### src/tfb_pkg.sv
`default_nettype none

package tfb_pkg;

  // Frame layout
  localparam logic [7:0] FrameHead   = 8'hAA;
  localparam logic [7:0] FrameAddr   = 8'hFF;
  localparam logic [7:0] FrameId     = 8'hF1;
  localparam logic [7:0] FrameLen    = 8'h0C;
  localparam int unsigned FrameBytes = 18;
  localparam int unsigned IdxWidth   = $clog2(FrameBytes);

  // Byte positions inside a frame
  localparam logic [IdxWidth-1:0] IdxHead  = IdxWidth'(0);
  localparam logic [IdxWidth-1:0] IdxAddr  = IdxWidth'(1);
  localparam logic [IdxWidth-1:0] IdxId    = IdxWidth'(2);
  localparam logic [IdxWidth-1:0] IdxLen   = IdxWidth'(3);
  localparam logic [IdxWidth-1:0] IdxALo   = IdxWidth'(4);
  localparam logic [IdxWidth-1:0] IdxAHi   = IdxWidth'(5);
  localparam logic [IdxWidth-1:0] IdxBLo   = IdxWidth'(6);
  localparam logic [IdxWidth-1:0] IdxBHi   = IdxWidth'(7);
  localparam logic [IdxWidth-1:0] IdxCLo   = IdxWidth'(8);
  localparam logic [IdxWidth-1:0] IdxCHi   = IdxWidth'(9);
  localparam logic [IdxWidth-1:0] IdxDLo   = IdxWidth'(10);
  localparam logic [IdxWidth-1:0] IdxDHi   = IdxWidth'(11);
  localparam logic [IdxWidth-1:0] IdxELo   = IdxWidth'(12);
  localparam logic [IdxWidth-1:0] IdxEHi   = IdxWidth'(13);
  localparam logic [IdxWidth-1:0] IdxFLo   = IdxWidth'(14);
  localparam logic [IdxWidth-1:0] IdxFHi   = IdxWidth'(15);
  localparam logic [IdxWidth-1:0] IdxSum   = IdxWidth'(16);
  localparam logic [IdxWidth-1:0] IdxAdd   = IdxWidth'(17);

  // Default depth of the queue between front and back
  localparam int unsigned QueueDepthDefault = 2;

  typedef struct packed {
    logic signed [15:0] value_a;
    logic signed [15:0] value_b;
    logic signed [15:0] value_c;
    logic signed [15:0] value_d;
    logic signed [15:0] value_e;
    logic signed [15:0] value_f;
  } in_item_t;

  typedef struct packed {
    logic [7:0] frame_byte;
    logic       last_byte;
  } out_item_t;

  // Pick one of the first sixteen frame bytes
  function automatic logic [7:0] tfb_data_byte(in_item_t item, logic [IdxWidth-1:0] idx);
    logic [7:0] b;
    b = 8'h00;
    unique case (idx)
      IdxHead: b = FrameHead;
      IdxAddr: b = FrameAddr;
      IdxId:   b = FrameId;
      IdxLen:  b = FrameLen;
      IdxALo:  b = item.value_a[7:0];
      IdxAHi:  b = item.value_a[15:8];
      IdxBLo:  b = item.value_b[7:0];
      IdxBHi:  b = item.value_b[15:8];
      IdxCLo:  b = item.value_c[7:0];
      IdxCHi:  b = item.value_c[15:8];
      IdxDLo:  b = item.value_d[7:0];
      IdxDHi:  b = item.value_d[15:8];
      IdxELo:  b = item.value_e[7:0];
      IdxEHi:  b = item.value_e[15:8];
      IdxFLo:  b = item.value_f[7:0];
      IdxFHi:  b = item.value_f[15:8];
      default: b = 8'h00;
    endcase
    return b;
  endfunction

endpackage

`default_nettype wire

### src/tfb_queue.sv
`default_nettype none

module tfb_queue
  import tfb_pkg::*;
#(
  parameter int unsigned Depth = QueueDepthDefault
) (
  input  wire logic     clk_i,
  input  wire logic     rst_ni,
  input  wire logic     push_valid_i,
  output      logic     push_ready_o,
  input  wire in_item_t push_data_i,
  output      logic     pop_valid_o,
  input  wire logic     pop_i,
  output      in_item_t pop_data_o
);

  localparam int unsigned PtrWidth = (Depth > 1) ? $clog2(Depth) : 1;
  localparam int unsigned CntWidth = $clog2(Depth + 1);
  localparam logic [PtrWidth-1:0] PtrLast = PtrWidth'(Depth - 1);
  localparam logic [CntWidth-1:0] CntFull = CntWidth'(Depth);

  in_item_t            mem_q [Depth];
  logic [PtrWidth-1:0] wr_ptr_q, wr_ptr_d;
  logic [PtrWidth-1:0] rd_ptr_q, rd_ptr_d;
  logic [CntWidth-1:0] count_q, count_d;
  logic                do_push, do_pop;

  assign push_ready_o = (count_q != CntFull);
  assign pop_valid_o  = (count_q != '0);
  assign pop_data_o   = mem_q[rd_ptr_q];

  assign do_push = push_valid_i && push_ready_o;
  assign do_pop  = pop_i && pop_valid_o;

  // Advance pointers and occupancy
  always_comb begin
    wr_ptr_d = wr_ptr_q;
    rd_ptr_d = rd_ptr_q;
    count_d  = count_q;
    if (do_push) begin
      wr_ptr_d = (wr_ptr_q == PtrLast) ? '0 : wr_ptr_q + 1'b1;
    end
    if (do_pop) begin
      rd_ptr_d = (rd_ptr_q == PtrLast) ? '0 : rd_ptr_q + 1'b1;
    end
    if (do_push && !do_pop) begin
      count_d = count_q + 1'b1;
    end else if (do_pop && !do_push) begin
      count_d = count_q - 1'b1;
    end
  end

  always_ff @(posedge clk_i or negedge rst_ni) begin
    if (!rst_ni) begin
      wr_ptr_q <= '0;
      rd_ptr_q <= '0;
      count_q  <= '0;
    end else begin
      wr_ptr_q <= wr_ptr_d;
      rd_ptr_q <= rd_ptr_d;
      count_q  <= count_d;
    end
  end

  // Store incoming transactions
  always_ff @(posedge clk_i) begin
    if (do_push) begin
      mem_q[wr_ptr_q] <= push_data_i;
    end
  end

endmodule

`default_nettype wire

### src/tfb_back.sv
`default_nettype none

module tfb_back
  import tfb_pkg::*;
(
  input  wire logic      clk_i,
  input  wire logic      rst_ni,
  input  wire logic      item_valid_i,
  input  wire in_item_t  item_i,
  output      logic      item_pop_o,
  output      logic      out_valid_o,
  input  wire logic      out_ready_i,
  output      out_item_t out_data_o
);

  logic [IdxWidth-1:0] idx_q, idx_d;
  logic [7:0]          sum_q, sum_d;
  logic [7:0]          add_q, add_d;
  logic                out_valid_q, out_valid_d;
  out_item_t           out_q, out_d;
  logic                advance;
  logic [7:0]          data_byte;
  logic [7:0]          sum_base, add_base;

  assign out_valid_o = out_valid_q;
  assign out_data_o  = out_q;

  // Load a new byte when the output register is free or being drained
  assign advance    = item_valid_i && (!out_valid_q || out_ready_i);
  assign item_pop_o = advance && (idx_q == IdxAdd);

  assign data_byte = tfb_data_byte(item_i, idx_q);
  assign sum_base  = (idx_q == IdxHead) ? 8'h00 : sum_q;
  assign add_base  = (idx_q == IdxHead) ? 8'h00 : add_q;

  // Select byte, update running checks
  always_comb begin
    idx_d       = idx_q;
    sum_d       = sum_q;
    add_d       = add_q;
    out_d       = out_q;
    out_valid_d = out_valid_q;
    if (out_valid_q && out_ready_i) begin
      out_valid_d = 1'b0;
    end
    if (advance) begin
      out_valid_d      = 1'b1;
      out_d.last_byte  = 1'b0;
      if (idx_q == IdxSum) begin
        out_d.frame_byte = sum_q;
      end else if (idx_q == IdxAdd) begin
        out_d.frame_byte = add_q;
        out_d.last_byte  = 1'b1;
      end else begin
        out_d.frame_byte = data_byte;
        sum_d            = sum_base + data_byte;
        add_d            = add_base + sum_base + data_byte;
      end
      idx_d = (idx_q == IdxAdd) ? IdxHead : idx_q + 1'b1;
    end
  end

  always_ff @(posedge clk_i or negedge rst_ni) begin
    if (!rst_ni) begin
      idx_q       <= IdxHead;
      out_valid_q <= 1'b0;
    end else begin
      idx_q       <= idx_d;
      out_valid_q <= out_valid_d;
    end
  end

  // Hold payload and checks
  always_ff @(posedge clk_i) begin
    sum_q <= sum_d;
    add_q <= add_d;
    out_q <= out_d;
  end

endmodule

`default_nettype wire

### src/telemetry_frame_builder_dual_check.sv
// Channel | Direction | Handshake              | Payload
// in      | input     | in_valid_i / in_ready_o  | in_data_i  (in_item_t, six values)
// out     | output    | out_valid_o / out_ready_i | out_data_o (out_item_t, byte + last)
//
// Each input transaction yields 18 output transactions, one byte per cycle
// while out_ready_i stays high; the byte serializer is the limit.
// The queue accepts the next transaction while the current frame is still being sent.
// rst_ni clears the queue, the byte counter and the output valid flag.
// A low out_ready_i stalls the serializer; inputs back up only once the queue is full.

`default_nettype none

module telemetry_frame_builder_dual_check
  import tfb_pkg::*;
#(
  parameter int unsigned QueueDepth = QueueDepthDefault
) (
  input  wire logic      clk_i,
  input  wire logic      rst_ni,
  input  wire logic      in_valid_i,
  output      logic      in_ready_o,
  input  wire in_item_t  in_data_i,
  output      logic      out_valid_o,
  input  wire logic      out_ready_i,
  output      out_item_t out_data_o
);

  logic     q_valid;
  logic     q_pop;
  in_item_t q_data;

  // Front: buffer accepted transactions
  tfb_queue #(
    .Depth(QueueDepth)
  ) u_queue (
    .clk_i       (clk_i),
    .rst_ni      (rst_ni),
    .push_valid_i(in_valid_i),
    .push_ready_o(in_ready_o),
    .push_data_i (in_data_i),
    .pop_valid_o (q_valid),
    .pop_i       (q_pop),
    .pop_data_o  (q_data)
  );

  // Back: serialize one frame per transaction
  tfb_back u_back (
    .clk_i       (clk_i),
    .rst_ni      (rst_ni),
    .item_valid_i(q_valid),
    .item_i      (q_data),
    .item_pop_o  (q_pop),
    .out_valid_o (out_valid_o),
    .out_ready_i (out_ready_i),
    .out_data_o  (out_data_o)
  );

endmodule

`default_nettype wire
### config.mk
export PLATFORM = sky130hd
export DESIGN_NAME = telemetry_frame_builder_dual_check
export DESIGN_NICKNAME = d
export VERILOG_FILES = /design/src/tfb_pkg.sv /design/src/tfb_queue.sv /design/src/tfb_back.sv /design/src/telemetry_frame_builder_dual_check.sv
export SDC_FILE = /design/constraint.sdc
export NUM_CORES = 1
export LEC_CHECK = 0
export ABC_AREA = 1
export BUFFER_PORTS_ARGS = -buffer_cell sky130_fd_sc_hd__buf_2
export CAP_MARGIN = 30
export CORE_ASPECT_RATIO = 1.5
export CORE_MARGIN = 2
export CORE_UTILIZATION = 50
export CTS_CLUSTER_SIZE = 10
export DETAILED_ROUTE_END_ITERATION = 10
export PLACE_DENSITY = 0.7
export SLEW_MARGIN = 20
export SYNTH_ARGS = -nofsm -noshare
export SYNTH_HDL_FRONTEND = slang
export SYNTH_HIERARCHICAL = 1
export SYNTH_SLANG_ARGS = --single-unit
### constraint.sdc
create_clock -name clk_i -period 6.1 [get_ports clk_i]
set_input_delay 1.22 -clock clk_i [delete_from_list [all_inputs] [get_ports clk_i]]
set_output_delay 1.22 -clock clk_i [all_outputs]
set_load 0.03 [all_outputs]
# == Yosys cells after proc, flatten, opt, wreduce, memory -nomap -nowiden ==
# Memory sizes are Yosys's and may differ from the RTL's.
# Index checks and enable logic that the tools add are counted.
# W data, S select, Z words.
# word_totals
ff_bits,35
ramBits,192
input_bits,100
word_cells,69
mem_count,1
# mem_list
memory,depth,width,rd,rd_ports_with_merged_regs,write_ports,line_no,source
u_queue.mem_q,2,96,1,0,1,tfb_queue.sv:23,in_item_t mem_q [Depth];
# op_classes
addsub,8
eq_ne,18
n_mux,15
bitwise,2
n_reduce_logical,16
# ops
op,count
$pmux W8 S16,1
$eq A5 B4 Y1 const B,8
$mux W8,4
$add A8 B8 Y8,3
$eq A5 B3 Y1 const B,4
$eq A5 B2 Y1 const B,2
$eq A5 B5 Y1 const B,2
$logic_and A1 B1 Y1,7
$mux W1,7
$reduce_bool A2 Y1,3
$add A5 B1 Y5 const B,1
$eq A5 B1 Y1 const B,1
$logic_not A5 Y1,1
$mux W5,1
$mux W2,2
$logic_not A1 Y1,3
$reduce_and A3 Y1,1
$add A1 B1 Y1 const B,2
$add A2 B1 Y2 const B,1
$ne A2 B2 Y1 const B,1
$not A1 Y1,2
$sub A2 B1 Y2 const B,1
$logic_or A1 B1 Y1,1

# == Logic depth before layout (Yosys ltp) ==
# logic_depth
depth_word,8
ltp_mapped,22
ltp_nobuf,22

# == Modules after synthesis ==
# The synthesis kept the hierarchy.
# modules_own_cells
module,instances,cells_each,area_per_inst_um2
tfb_queue,1,530,7209.4
tfb_back,1,426,2897.8

# == Worst setup path before layout ==
# Ideal clock, no wire load.
# synth_timing
path_kind,in2reg
from,input in_valid_i
to,memory u_queue/mem_q[0][0] (netlist bit) (enable)
setup_time_ns,0.552
arrival_time_ns,5.340
required_ns,5.548
setup_slack_ns,0.208
path_stages,2
path_cell_list,nand2_1 -> nor2_1
# synth_via
elab_chain_cells,3
# synth_rtl
item,line_no,source
"start, declared",telemetry_frame_builder_dual_check.sv:20,"input wire logic in_valid_i,"
$logic_and A1 B1 Y1,tfb_queue.sv:33,assign do_push = push_valid_i && push_ready_o;
$mux W1,tfb_queue.sv:68,if (do_push) begin
$mux W1 (not written as such),tfb_queue.sv:69,mem_q[wr_ptr_q] <= push_data_i;
"end, declared",tfb_queue.sv:23,
# No other way between the ends.

==> reports/metrics.csv <==
metric,value,unit
status,"finished, final reports clean",
worst-path-buf-inv,2,
crit_top_cell,nand2_1,
fmax,257,MHz
post-place-ws,2.24,ns
cpLargestDelayFamily,simple AND/OR/NAND/NOR gates,
p_int,4.21,mW
grt_antenna_before_repair,0,
place_area,0.0109,mm^2
vdd_drop_max,0.000321,V
finish.instance_area,0.0116,mm^2
routed_via_density,5.13,
synthToLayoutAreaGrowth,15.2,%
grt_max_degree,98,
syn_area_per_cell,10.6,um^2
drive_above_1_share,14.1,%
io_pins,111,
swShare,39.5,%
core,0.0198,mm^2
finClkSkew,0.0152,ns
setup_ws,2.22,ns
synth.net_count,1084,
cts_tree,done,
initial_core_util,51.1,%
wirelength,23.3,mm
hold_viol_final,0,
final_cell_mix,"461 x nand2_1, 217 x edfxtp_1, 110 x buf_2",
vias,6921,
rsz0062_at_grt,false,
diodes,0,
path_clk_slew,0.06,ns
layout.nets,1206,
drv_cap,0,
synth-async-reset-ratio,4.41,%
drt-initial-drc-count,502,
clockRootBuffer,clkbuf_16,
drc,0,
dpl.hpwl,16.2,mm
post_cts_buffers,0,
ys_types,29,
ys.flop_type,edfxtp_1,
relSlewSlack,38.5,%
cellLeakagePower,5.06,nW
dieArea,0.0214,mm^2
ctsHoldBuffers,0,
fin_tns_setup,0,ns
postRouteAntennaNets,0,
row_count,63,
clockPowerShare,19.2,%
cp.arrival,4.16,ns
cts-resized-gates,0,
synth_top_area_share,64.5,%
regArea,0.00677,mm^2
hp-class,reg2reg,
htreeDepth,1,
report.final.slew_viol_count,0,
drtPass1Iterations,5,
grt_overflow,0,
fillers,1635,
multi_input_comb_area,0.00297,mm^2
critPathKind,reg2reg,
dpl.cell_count,1309,
holdWs,0.500,ns
power_switching,2.75,mW
cp_max_fo,83,
worstSetupStartpointType,flop,
critPathSlowestCell,buf_4,
setup_violations,0,
slowest_delay,0.75,ns
track_usage,22.1,%
powerDensity,598,mW/mm^2
worst_ep_required_time,6.37,ns
mostFrequentLayoutCell,nand2_1,
critPathCaptureType,flop,
die-height,178,um
dieWidth,120,um
yosys.area.top_type,edfxtp_1,
tightestPinTransition,0.922,ns
path_cells,"buf_4, nand2_1, nand2_1, nand2_1, nand4_1, nand3b_1, fa_1, ha_1, nand2_1, nor2_1, nand2_1, o211ai_1, inv_1, nand2_1, nand2_1, nand3_1, nand2_1",
clock_path_buffers,3,
grt_pass1_vias,6976,
cts_num_sinks,227,
ys_top_cells_by_area,"edfxtp_1 64%, nand2_1 17%, dfrtp_1 2.5%",
clock_latency,0.51,ns
seqPwrFrac,36.3,%
power_frac_comb,44.4,%
period_share,63.7,%
io_buffers,110,
cts_made_buffers,26,
synth-seq-cells,227,
yosys_warnings,6,
synth-edff-count,217,
fin_crit,3.88,ns
grt_pass1_wl,35.8,mm
wl_per_cell,17.3,um
gp_congestion,0.954,
synth_seq_area_share,66.9,%
instances_no_fill,1348,
syn_area,0.0101,mm^2
synth_cells,956,
## worst paths after layout
| path | to | from | cells after the start | slack (ns) |
|---|---|---|---|---|
| worst max-delay path | u_back/add_q[7] | u_queue/rd_ptr_q | 17 | 2.22 |
| max in group asynchronous | u_queue/rd_ptr_q | rst_ni | 1 | 5.30 |
| worst min-delay path | u_queue/count_q[0] | u_queue/count_q[0] | 1 | 0.50 |
| min in group asynchronous | u_back/idx_q[4] | rst_ni | 1 | 0.57 |
| worst min register to register | u_queue/count_q[0] | u_queue/count_q[0] | 1 | 0.50 |
| worst max register to register | u_back/add_q[7] | u_queue/rd_ptr_q | 17 | 2.22 |
## power by group through the flow
stage | Combinational, mW | Sequential [mW] | Clock [mW]
after global routing | 3.46 | 2.57 | 1.43
after global placement | 3.02 | 2.55 | 0
after CTS | 3.09 | 2.53 | 1.37
final | 3.09 | 2.53 | 1.34
after floorplan | 2.20 | 2.63 | 0
after detailed placement | 3.10 | 2.55 | 0
## kinds of logic (layout without fill, tap and decap cells)
logic type | Yosys count | after routing | synth area share [%]
AO/OA/AOI/OAI | 33 | 33 | 1.88
AND/OR/NAND/NOR | 569 | 569 | 22.1
buffers and inverters | 86 | 218 | 3.85
adder cells (fa/ha/maj) | 28 | 28 | 4.13
XOR/XNOR | 13 | 13 | 1.13
flip-flops | 227 | 227 | 66.9
## cell type report
type	instances	area share, %
tap	260	2.80
clock buffer	38	6.16
inverter	63	2.05
sequential	227	58.1
timing repair buffer	117	5.35
multi-input combinational	643	25.5
## layer usage
| metal | up-vias | wire (um) | GRT usage (%) | share of wire, % |
|---|---|---|---|---|
| li1 | 3389 | - | - | - |
| met1 | 3263 | 8560 | 25.0 | 37 |
| met2 | 220 | 12600 | 41.5 | 54 |
| met3 | 49 | 1010 | 2.37 | 4.4 |
| met4 | 0 | 1040 | 10.0 | 4.5 |
| met5 | - | 0 | 0 | 0 |
## metrics by stage
step | util (%) | power, mW
final | 58.8 | 6.96
after global routing | 58.8 | 7.46
after CTS | 58.7 | 6.98
after detailed placement | 55.1 | 5.65
after global placement | 55.1 | 5.57
after floorplan | - | 4.83
## cell usage after synthesis (2+ instances only)
cell type	count
xor2_1	8
buf_2	12
edfxtp_1	217
nor2_2	2
dfrtp_1	10
a21oi_1	16
buf_1	2
xnor2_1	5
buf_4	5
nor2_1	56
nand2_1	461
a22oi_1	7
nand3_1	30
fa_1	9
nand4_1	13
inv_1	61
nor3_1	3
o21ai_0	7
buf_6	4
ha_1	19
## flip-flops by register name, summed over array words and instances (netlist names)
signal and count:
u_back/add_q 8, u_back/idx_q 5, u_back/out_data_o 9, u_back/out_valid_o 1
u_back/sum_q 8, u_queue/count_q 2, u_queue/mem_q 192, u_queue/rd_ptr_q 1
u_queue/wr_ptr_q 1
No activity file was read; power rests on OpenSTA's default activity.
